## src/rtl/core/sha1dc_pkg.sv

```systemverilog
`default_nettype none

package sha1dc_pkg;

    localparam int NUM_DIGEST_WORDS = 5;
    localparam int NUM_BLOCK_WORDS  = 16;
    localparam int NUM_ROUNDS       = 80;
    localparam int CFG_INDEX_BITS   = 3;
    localparam int ROUND_BITS       = 7;
    localparam int WORD_INDEX_BITS  = 4;

    localparam logic [31:0] HASH_INIT [NUM_DIGEST_WORDS] = '{
        32'h67452301, 32'hEFCDAB89, 32'h98BADCFE, 32'h10325476, 32'hC3D2E1F0
    };

    localparam logic [31:0] K_ROUND_0 = 32'h5A827999;
    localparam logic [31:0] K_ROUND_1 = 32'h6ED9EBA1;
    localparam logic [31:0] K_ROUND_2 = 32'h8F1BBCDC;
    localparam logic [31:0] K_ROUND_3 = 32'hCA62C1D6;

    localparam logic [7:0] PAD_BYTE = 8'h80;

    typedef enum logic [2:0] {
        ST_IDLE,
        ST_PAD,
        ST_LEN,
        ST_ROUND,
        ST_ADD,
        ST_CMP,
        ST_OUT
    } t_state;

    typedef struct packed {
        logic [7:0] data_byte;
        logic       last_byte;
    } t_in_req;

    typedef struct packed {
        logic [31:0] digest_word;
        logic [2:0]  word_index;
        logic        last;
        logic        untampered;
    } t_out_req;

endpackage

`default_nettype wire

```

## src/rtl/core/sha1_digest_with_compare.sv

```systemverilog
`default_nettype none

// channel   direction  handshake                 payload
// in        request    i_in_valid / o_in_stall   i_in_req  (data_byte, last_byte)
// out       result     o_out_valid / i_out_stall o_out_req (digest_word, word_index,
//                                                 last, untampered)
// cfg       write      i_cfg_valid / o_cfg_ready i_cfg_index, i_cfg_data
//
// a byte that does not fill a block is taken while idle; the 64th byte of a block
// starts the round unit: 80 rounds, one per cycle, then the chain add.
// the last byte costs a padding state and one compression, or two when the length
// needs a block of its own (plus a load state), then a compare state and five
// result words. o_in_stall is high outside idle: through a block compression, and
// after the last byte until the fifth word leaves.
// reset is synchronous; it sets the chain value to HASH_INIT and clears the bit count and expected words.

module sha1_digest_with_compare
    import sha1dc_pkg::*;
#(
    parameter int LENGTH_BITS = 64
) (
    input  wire                      i_clk,
    input  wire                      i_rst_n,
    input  wire                      i_in_valid,
    output logic                     o_in_stall,
    input  wire t_in_req             i_in_req,
    output logic                     o_out_valid,
    input  wire                      i_out_stall,
    output t_out_req                 o_out_req,
    input  wire                      i_cfg_valid,
    output logic                     o_cfg_ready,
    input  wire [CFG_INDEX_BITS-1:0] i_cfg_index,
    input  wire [31:0]               i_cfg_data
);

    localparam logic [ROUND_BITS-1:0] LAST_ROUND = ROUND_BITS'(NUM_ROUNDS - 1);
    localparam logic [2:0]            LAST_WORD  = 3'(NUM_DIGEST_WORDS - 1);

    t_state                  r_state;
    t_state                  n_state;
    logic [ROUND_BITS-1:0]   r_round;
    logic [LENGTH_BITS-1:0]  r_bit_count;
    logic                    r_msg_end;
    logic                    r_pad_done;
    logic                    r_len_pend;
    logic [2:0]              r_out_idx;
    logic                    r_untampered;
    logic [31:0]             r_h        [NUM_DIGEST_WORDS];
    logic [31:0]             r_expected [NUM_DIGEST_WORDS];
    logic [31:0]             r_w        [NUM_BLOCK_WORDS];
    logic [31:0]             r_a, r_b, r_c, r_d, r_e;

    logic                    in_fire;
    logic                    out_fire;
    logic                    cfg_fire;
    logic [5:0]              pos;
    logic [WORD_INDEX_BITS-1:0] pos_word;
    logic [1:0]              pos_lane;
    logic                    pos_high;
    logic [4:0]              lane_shift;
    logic [63:0]             len64;
    logic [31:0]             f_val;
    logic [31:0]             k_val;
    logic [31:0]             t_val;
    logic [31:0]             w_mix;
    logic [31:0]             w_next;
    logic                    all_equal;

    assign in_fire    = i_in_valid && !o_in_stall;
    assign out_fire   = o_out_valid && !i_out_stall;
    assign cfg_fire   = i_cfg_valid && o_cfg_ready;
    assign o_cfg_ready = 1'b1;

    assign pos        = r_bit_count[8:3];
    assign pos_word   = pos[5:2];
    assign pos_lane   = pos[1:0];
    assign pos_high   = (pos[5:3] == 3'b111);
    assign lane_shift = {~pos_lane, 3'b000};
    assign len64      = 64'(r_bit_count);

    // round function
    always_comb begin
        case (r_round) inside
            [7'd0:7'd19]: begin
                f_val = (r_b & r_c) | (~r_b & r_d);
                k_val = K_ROUND_0;
            end
            [7'd20:7'd39]: begin
                f_val = r_b ^ r_c ^ r_d;
                k_val = K_ROUND_1;
            end
            [7'd40:7'd59]: begin
                f_val = (r_b & r_c) | (r_b & r_d) | (r_c & r_d);
                k_val = K_ROUND_2;
            end
            default: begin
                f_val = r_b ^ r_c ^ r_d;
                k_val = K_ROUND_3;
            end
        endcase
        t_val  = {r_a[26:0], r_a[31:27]} + f_val + r_e + r_w[0] + k_val;
        w_mix  = r_w[13] ^ r_w[8] ^ r_w[2] ^ r_w[0];
        w_next = {w_mix[30:0], w_mix[31]};
    end

    always_comb begin
        all_equal = 1'b1;
        for (int i = 0; i < NUM_DIGEST_WORDS; i++) begin
            if (r_h[i] != r_expected[i]) begin
                all_equal = 1'b0;
            end
        end
    end

    // sequencer
    always_ff @(posedge i_clk) begin
        if (!i_rst_n) begin
            r_state <= ST_IDLE;
        end else begin
            r_state <= n_state;
        end
    end

    always_comb begin
        n_state     = r_state;
        o_in_stall  = 1'b1;
        o_out_valid = 1'b0;
        case (r_state)
            ST_IDLE: begin
                o_in_stall = 1'b0;
                if (in_fire) begin
                    if (pos == 6'd63) begin
                        n_state = ST_ROUND;
                    end else if (i_in_req.last_byte) begin
                        n_state = ST_PAD;
                    end
                end
            end
            ST_PAD: n_state = ST_ROUND;
            ST_LEN: n_state = ST_ROUND;
            ST_ROUND: begin
                if (r_round == LAST_ROUND) begin
                    n_state = ST_ADD;
                end
            end
            ST_ADD: begin
                if (!r_msg_end) begin
                    n_state = ST_IDLE;
                end else if (!r_pad_done) begin
                    n_state = ST_PAD;
                end else if (r_len_pend) begin
                    n_state = ST_LEN;
                end else begin
                    n_state = ST_CMP;
                end
            end
            ST_CMP: n_state = ST_OUT;
            ST_OUT: begin
                o_out_valid = 1'b1;
                if (out_fire && r_out_idx == LAST_WORD) begin
                    n_state = ST_IDLE;
                end
            end
            default: n_state = ST_IDLE;
        endcase
    end

    // control and chain state
    always_ff @(posedge i_clk) begin
        if (!i_rst_n) begin
            r_round      <= '0;
            r_bit_count  <= '0;
            r_msg_end    <= 1'b0;
            r_pad_done   <= 1'b0;
            r_len_pend   <= 1'b0;
            r_out_idx    <= '0;
            r_untampered <= 1'b0;
            for (int i = 0; i < NUM_DIGEST_WORDS; i++) begin
                r_h[i]        <= HASH_INIT[i];
                r_expected[i] <= '0;
            end
        end else begin
            r_round <= (r_state == ST_ROUND) ? r_round + 1'b1 : '0;
            if (cfg_fire && i_cfg_index < 3'(NUM_DIGEST_WORDS)) begin
                r_expected[i_cfg_index] <= i_cfg_data;
            end
            case (r_state)
                ST_IDLE: begin
                    if (in_fire) begin
                        r_bit_count <= r_bit_count + LENGTH_BITS'(8);
                        r_msg_end   <= i_in_req.last_byte;
                        r_pad_done  <= 1'b0;
                        r_len_pend  <= 1'b0;
                    end
                end
                ST_PAD: begin
                    r_pad_done <= 1'b1;
                    r_len_pend <= pos_high;
                end
                ST_LEN: r_len_pend <= 1'b0;
                ST_ADD: begin
                    r_h[0] <= r_h[0] + r_a;
                    r_h[1] <= r_h[1] + r_b;
                    r_h[2] <= r_h[2] + r_c;
                    r_h[3] <= r_h[3] + r_d;
                    r_h[4] <= r_h[4] + r_e;
                end
                ST_CMP: begin
                    r_untampered <= all_equal;
                    r_out_idx    <= '0;
                end
                ST_OUT: begin
                    if (out_fire) begin
                        r_out_idx <= r_out_idx + 1'b1;
                        if (r_out_idx == LAST_WORD) begin
                            r_bit_count <= '0;
                            r_msg_end   <= 1'b0;
                            for (int i = 0; i < NUM_DIGEST_WORDS; i++) begin
                                r_h[i] <= HASH_INIT[i];
                            end
                        end
                    end
                end
                default: ;
            endcase
        end
    end

    // block buffer, schedule and working variables
    always_ff @(posedge i_clk) begin
        if (r_state == ST_ROUND) begin
            r_e <= r_d;
            r_d <= r_c;
            r_c <= {r_b[1:0], r_b[31:2]};
            r_b <= r_a;
            r_a <= t_val;
            for (int i = 0; i < NUM_BLOCK_WORDS - 1; i++) begin
                r_w[i] <= r_w[i + 1];
            end
            r_w[NUM_BLOCK_WORDS - 1] <= w_next;
        end else begin
            r_a <= r_h[0];
            r_b <= r_h[1];
            r_c <= r_h[2];
            r_d <= r_h[3];
            r_e <= r_h[4];
        end
        if (r_state == ST_IDLE && in_fire) begin
            if (pos_lane == 2'd0) begin
                r_w[pos_word] <= 32'(i_in_req.data_byte) << lane_shift;
            end else begin
                r_w[pos_word] <= r_w[pos_word] | (32'(i_in_req.data_byte) << lane_shift);
            end
        end
        if (r_state == ST_PAD) begin
            for (int i = 0; i < NUM_BLOCK_WORDS; i++) begin
                if (WORD_INDEX_BITS'(i) == pos_word) begin
                    if (pos_lane == 2'd0) begin
                        r_w[i] <= 32'(PAD_BYTE) << lane_shift;
                    end else begin
                        r_w[i] <= r_w[i] | (32'(PAD_BYTE) << lane_shift);
                    end
                end else if (WORD_INDEX_BITS'(i) > pos_word &&
                             (pos_high || i < NUM_BLOCK_WORDS - 2)) begin
                    r_w[i] <= '0;
                end
            end
            if (!pos_high) begin
                r_w[NUM_BLOCK_WORDS - 2] <= len64[63:32];
                r_w[NUM_BLOCK_WORDS - 1] <= len64[31:0];
            end
        end
        if (r_state == ST_LEN) begin
            for (int i = 0; i < NUM_BLOCK_WORDS - 2; i++) begin
                r_w[i] <= '0;
            end
            r_w[NUM_BLOCK_WORDS - 2] <= len64[63:32];
            r_w[NUM_BLOCK_WORDS - 1] <= len64[31:0];
        end
    end

    assign o_out_req.digest_word = r_h[r_out_idx];
    assign o_out_req.word_index  = r_out_idx;
    assign o_out_req.last        = (r_out_idx == LAST_WORD);
    assign o_out_req.untampered  = r_untampered;

endmodule

`default_nettype wire
```

## config.mk

```make
export PLATFORM = sky130hd
export DESIGN_NAME = sha1_digest_with_compare
export DESIGN_NICKNAME = d
export VERILOG_FILES = /design/src/rtl/core/sha1dc_pkg.sv /design/src/rtl/core/sha1_digest_with_compare.sv
export SDC_FILE = /design/constraint.sdc
export NUM_CORES = 2
export LEC_CHECK = 0
export BUFFER_PORTS_ARGS = -buffer_cell sky130_fd_sc_hd__buf_2
export CAP_MARGIN = 10
export CORE_MARGIN = 3
export CORE_UTILIZATION = 55
export CTS_CLUSTER_DIAMETER = 150
export DETAILED_ROUTE_END_ITERATION = 16
export PLACE_DENSITY = 0.71
export SYNTH_ARGS = -nofsm -noshare
export SYNTH_HDL_FRONTEND = slang
export SYNTH_SLANG_ARGS = --single-unit
export TNS_END_PERCENT = 1
```

## constraint.sdc

```tcl
create_clock -name i_clk -period 7.85 [get_ports i_clk]
set_clock_uncertainty 0.15 [all_clocks]
set_input_delay 0.3925 -clock i_clk [delete_from_list [all_inputs] [get_ports i_clk]]
set_output_delay 0.3925 -clock i_clk [all_outputs]
set_load 0.05 [all_outputs]
```

# ---- Word level (Yosys, flattened, before mapping)
# Memory sizes are Yosys's and may differ from the RTL's. A register that Yosys moved wholly into a read port is not among the register bits.
# Index checks and enable logic that the tools add are counted.
dict set report totals {
  ff_bits 241
  ram_bits 832
  word_cells 536
  mem_count 3
}
# name depth width rd rd_clocked_by_memory_dff wr line
set memory_table {}
lappend memory_table {r_w 16 32 17 1 16 sha1_digest_with_compare.sv:50} ;# logic [31:0] r_w [NUM_BLOCK_WORDS];
lappend memory_table {r_expected 5 32 5 0 5 sha1_digest_with_compare.sv:49} ;# logic [31:0] r_expected [NUM_DIGEST_WORDS];
lappend memory_table {r_h 5 32 6 1 5 sha1_digest_with_compare.sv:48} ;# logic [31:0] r_h [NUM_DIGEST_WORDS];
dict set report op_classes {
  add_sub_neg 12
  order_cmp 23
  eq_ne 36
  shifts 2
  mux 312
  bitwise_logic 108
  n_reduce_logical 27
}
# op count
set op_table {}
lappend op_table {{32-bit two-way mux} 89}
lappend op_table {{32-bit OR} 20}
lappend op_table {{32-bit adder} 9}
lappend op_table {{1-bit two-way mux} 198}
lappend op_table {{64-bit two-way mux} 3}
lappend op_table {{32-bit != test} 5}
lappend op_table {{32-bit XOR} 5}
lappend op_table {{32-bit AND} 4}
lappend op_table {{64-bit case mux with 2 select lines} 1}
lappend op_table {{1-bit OR} 77}
lappend op_table {{64-bit by 4-bit adder with 64-bit output (second input constant)} 1}
lappend op_table {{32-bit OR reduction} 2}
lappend op_table {{3-bit two-way mux} 12}
lappend op_table {{4-bit equality test (first input constant)} 8}
lappend op_table {{4-bit > comparator (first input constant)} 8}
lappend op_table {{32-bit NOT} 1}
lappend op_table {{8-bit by 5-bit << shifter with 32-bit output} 1}
lappend op_table {{8-bit by 5-bit << shifter with 32-bit output (first input constant)} 1}
lappend op_table {{31-bit two-way mux} 1}
lappend op_table {{3-bit case mux with 6 select lines} 1}
lappend op_table {{3-bit by 4-bit equality test with 1-bit output (first input constant)} 4}
lappend op_table {{3-bit by 4-bit > comparator with 1-bit output (first input constant)} 4}
lappend op_table {{3-bit equality test (second input constant)} 5}
lappend op_table {{7-bit by 6-bit less-or-equal comparator with 1-bit output (second input constant)} 2}
lappend op_table {{other kinds (32)} 58}

# ---- Logic depth before layout (Yosys ltp)
dict set report depth {
  depth_word 11
  mapped_depth 25
  ltp_nobuf 25
}

# ---- Worst setup path before layout
# OpenSTA, ideal clock, no wires.
dict set report synth_timing {
  path_type {register to register}
  start {register r_round[0]}
  end {register r_a[31]}
  setup_ns 0.130
  t_arrival_ns 5.409
  required_ns 7.570
  slack_ns 2.160
  path_stages_with_launch 26
  n_path_buf 1
  path_cell_list {dfxtp_1 ha_1 o21bai_1 o21ai_0 and2_1 clkinv_1 nand2_1 inv_1 clkbuf_1 a221oi_1 fa_1 inv_1 fa_1 inv_1 fa_1 inv_1 ha_1 nand4_1 nor4_1 and3b_1 a21oi_1 o21ai_0 o41ai_1 o311ai_0 xnor2_1 o21ai_0}
}
dict set report synth_via {
  elab_chain_cells 10
  word_cells_on_any_way 20
  cone_classes {add/sub (4); order compare (6); mux (7); reduce/logical (3)}
}
# element line
set synth_rtl {}
lappend synth_rtl {{start, declared} sha1_digest_with_compare.sv:41} ;# logic [ROUND_BITS-1:0] r_round;
lappend synth_rtl {{start signal, assigned} sha1_digest_with_compare.sv:183} ;# r_round <= (r_state == ST_ROUND) ? r_round + 1'b1 : '0;
lappend synth_rtl {{7-bit by 6-bit greater-or-equal comparator with 1-bit output (no source line) / 7-bit by 6-bit less-or-equal comparator with 1-bit output (equally long branches)} n/a}
lappend synth_rtl {{1-bit logical AND (no source line)} n/a}
lappend synth_rtl {{32-bit two-way mux (3 in a row)} sha1_digest_with_compare.sv:83} ;# case (r_round) inside
lappend synth_rtl {{32-bit adder (3 in a row)} sha1_digest_with_compare.sv:101} ;# t_val = {r_a[26:0], r_a[31:27]} + f_val + r_e + r_w[0] + k_val;
lappend synth_rtl {{32-bit adder (*)} sha1_digest_with_compare.sv:101}
lappend synth_rtl {{32-bit two-way mux (*)} sha1_digest_with_compare.sv:231} ;# if (r_state == ST_ROUND) begin
lappend synth_rtl {{end signal, assigned} sha1_digest_with_compare.sv:236} ;# r_a <= t_val;
lappend synth_rtl {{end signal, assigned} sha1_digest_with_compare.sv:242} ;# r_a <= r_h[0];
lappend synth_rtl {{end, declared} sha1_digest_with_compare.sv:51} ;# logic [31:0] r_a, r_b, r_c, r_d, r_e;
# Every way passes the cells marked *; elsewhere a longest branch is shown, timed or not.
# A chain may end at the register's enable or synchronous reset.

# ---- Final worst setup path
# Ends and elaborated chain as after synthesis.

==> impl_metrics.json <==
{
  "ys_async_sr_fraction_pct": 0,
  "clk_pin_slew_ns": 0.06,
  "ys_warn_count": 0,
  "place_hpwl_um": 164000,
  "ant_nets": 0,
  "core-area_um2": 115000,
  "drive_gt1_share_pct": 9.79,
  "slowest_stage": "o41ai_1",
  "dp_slack_ns": 0.914,
  "vdd_ir_drop_max_mv": 0.233,
  "setup_violations": 0,
  "cpLargestDelayFamily": "compound AO/OA/AOI/OAI gates",
  "fp.dieW_um": 347,
  "syn_nets": 6609,
  "crit_path_end_kind": "flop",
  "syn_area_um2": 63900,
  "power.density_nw_per_um2": 230,
  "port_buffers": 87,
  "final_cells": 7848,
  "grt_pass1_wl_um": 341000,
  "r2r_slack_ns": 0.93,
  "critPathLaunch": "r_round[0]",
  "fin_area_um2": 70100,
  "yosys-top-cells-area": "edfxtp_1, dfxtp_1, mux4_2",
  "drtIter0Drc": 6614,
  "clock-sinks": 1077,
  "cap_violations": 0,
  "setup_tns_ns": 0,
  "grt_pass1_vias": 49900,
  "grt_max_degree": 186,
  "p_leak_uw": 0.0265,
  "via_per_inst": 6.64,
  "die_h_um": 347,
  "overflow": 0,
  "worstMarginPinSlew_ns": 1.22,
  "finalNetCount": 6604,
  "synth_flop_cell": "edfxtp_1",
  "routabilityCongestion": 1.02,
  "rsz0062_at_grt": "false",
  "row_count": 124,
  "pwr-share-comb_pct": 20.1,
  "dp_cells": 7589,
  "hp-class": "in -> reg",
  "track_usage_pct": 38.6,
  "clockBufferDepth": 3,
  "synth_top_area_cell": "edfxtp_1",
  "route.vias.total": 52100,
  "cts_tree": "done",
  "slowest_delay_ns": 0.58,
  "grt-busiest-layer": "met2",
  "cp.depth": 26,
  "area_growth_pct": 9.79,
  "synth_cell_types": 82,
  "cp.required_ns": 8.32,
  "yosysTopAreaCellShare_pct": 39.1,
  "post-route-period-util_pct": 88.2,
  "cts_buffers": 115,
  "cts_max_level": 3,
  "worstSetupEndpoint": "r_a[31]",
  "fin_ws_ns": 0.930,
  "grt_use_met1_pct": 47.1,
  "cp.buffers_inverters": 6,
  "reg2regPathDepth": 26,
  "hold_slack_ns": 0.128,
  "placed_cell_area_um2": 65800,
  "synth-edff-count": 832,
  "switching_share_pct": 30.8,
  "worst-endpoint-arrival_ns": 7.39,
  "wl_per_cell_um": 30.1,
  "root_buffer": "clkbuf_16",
  "antenna_found_initial": 3,
  "pin_count": 89,
  "switchingPower_uw": 4970,
  "drc": 0,
  "floorplan.initialDensity_pct": 55.6,
  "outcome": "finished clean",
  "crit_fanout": 20,
  "ys_seq_area_share_pct": 46.8,
  "seqPwrFrac_pct": 44.2,
  "drtPass1Iterations": 6,
  "finalCriticalPeriod_ns": 6.92,
  "met2_usage_pct": 60.3,
  "ys_seq_elements": 1077,
  "setup.worst_path.class": "reg -> reg",
  "avgSynthCellArea_um2": 10.2,
  "met3_usage_pct": 8.19,
  "r2r-start": "r_round[0]",
  "max_slew_margin_pct": 18.4,
  "clkLatencyLatePin_ns": 0.77,
  "synth_cells": 6234,
  "r2r_end": "r_a[31]",
  "max_freq_ghz": 0.145,
  "clockPowerShare_pct": 35.7,
  "hold_viol": 0,
  "routed_wl_um": 237000,
  "setup.worst_path.start_class": "flop",
  "drv_slew": 0,
  "p_int_uw": 11200,
  "dieArea_um2": 120000
}
-- cell usage after synthesis, drive strengths merged (13+ instances only) --
master,instances
a211oi,79
a21o,74
a21oi,277
a221oi,32
a22oi,98
a31oi,21
and2,182
and3,39
buf,47
clkbuf,286
dfxtp,245
edfxtp,832
fa,125
ha,201
inv,409
mux2,34
mux2i,71
mux4,160
nand2,905
nand2b,41
nand3,69
nand4,51
nor2,324
nor2b,78
nor3,62
nor4,35
o211ai,13
o21a,43
o21ai,720
o21bai,23
o221ai,27
o22ai,45
o2bb2ai,20
or2,13
or3,28
xnor2,219
xor2,171
-- power by group through the flow --
stage | clock network [µW] | registers, µW | logic [µW]
after global routing | 6000 | 7170 | 3490
after global placement | 0 | 7220 | 3100
final | 5760 | 7150 | 3240
after floorplan | 0 | 7060 | 2150
after detailed placement | 0 | 7240 | 3140
after CTS | 5780 | 7120 | 3170
-- worst min path at each step --
stage                   end  cells past startpoint  slack, ns    startpoint
6_report       r_untampered                      4       0.13       i_rst_n
5_1_grt          r_state[0]                      3       0.14       i_rst_n
4_1_cts        r_untampered                      4        0.1       i_rst_n
3_5_place_dp   r_untampered                      2       0.31  r_untampered
3_3_place_gp     r_round[0]                      1       0.31    r_round[0]
2_1_floorplan  r_untampered                      2       0.28  r_untampered
-- kinds of logic (layout without fill, tap and decap cells) --
family	Yosys count	after routing	synth area share, %
AO/OA/AOI/OAI	1568	1568	14.8
XOR/XNOR	390	390	5.35
adder cells (fa/ha/maj)	326	326	7.86
buffers and inverters	743	841	4.54
flip-flops	1077	1077	46.8
multiplexers	265	265	7.36
other	1	5	0.00587
AND/OR/NAND/NOR	1864	1864	13.3
-- through the flow --
stage,utilization [%],total power [µW]
final,61.1,16200
after global placement,57.3,10300
after detailed placement,57.3,10400
after global routing,61.1,16700
after CTS,61.1,16100
after floorplan,-,9210
-- worst min-delay path, cell delays in order --
cell and delay, ns:
buf_2 0.09, buf_4 0.30, nand3_1 0.16, nand2_1 0.04
-- layer usage --
layer / wire length (µm) / part of all wire, %
met1: 81700 / 35
met2: 106000 / 45
met3: 26100 / 11
met4: 22700 / 9.6
met5: 0 / 0
-- final cells by class --
| class | instances | area, µm² |
|---|---|---|
| diodes | 4 | 10.0 |
| clock buffers | 146 | 3040 |
| clock inverters | 74 | 897 |
| fillers | 9427 | 44700 |
| inverters | 410 | 1540 |
| multi-input cells | 4414 | 31300 |
| flip-flops and latches | 1077 | 29900 |
| well taps | 1512 | 1890 |
| repair buffers | 211 | 1490 |
-- sequential cells by signal, summed over array words and instances (netlist names), 3 cells and up, named ones only --
| signal | count |
|---|---|
| len64 | 61 |
| r_b | 32 |
| r_d | 32 |
| r_state | 3 |
| r_e | 32 |
| r_round | 7 |
| r_a | 32 |
| r_expected | 160 |
| r_h | 160 |
| r_out_idx | 3 |
| r_w | 512 |
| r_c | 32 |
-- what timing repair did --
item / CTS / global route
buffers inserted: 0 / 0
gates resized for setup: 0 / 0
hold endpoints to repair: 170 / 0
hold buffers: 35 / 0
-- placed cells by master (no fill, tap or decap), types with 45 or more instances in the layout --
master,n
buf_4,86
nand3_1,67
fa_1,125
inv_1,409
edfxtp_1,832
clkbuf_16,115
nor2_1,318
o21ai_0,715
nor2b_1,75
xor2_1,171
nand2_1,898
mux2i_1,71
a211oi_1,79
a22oi_1,94
a21o_1,74
mux4_2,160
xnor2_1,219
nand4_1,51
dfxtp_1,238
and2_1,180
a21oi_1,274
nor3_1,60
ha_1,201
buf_2,87
o22ai_1,45
No activity file was read; power rests on OpenSTA's default activity.
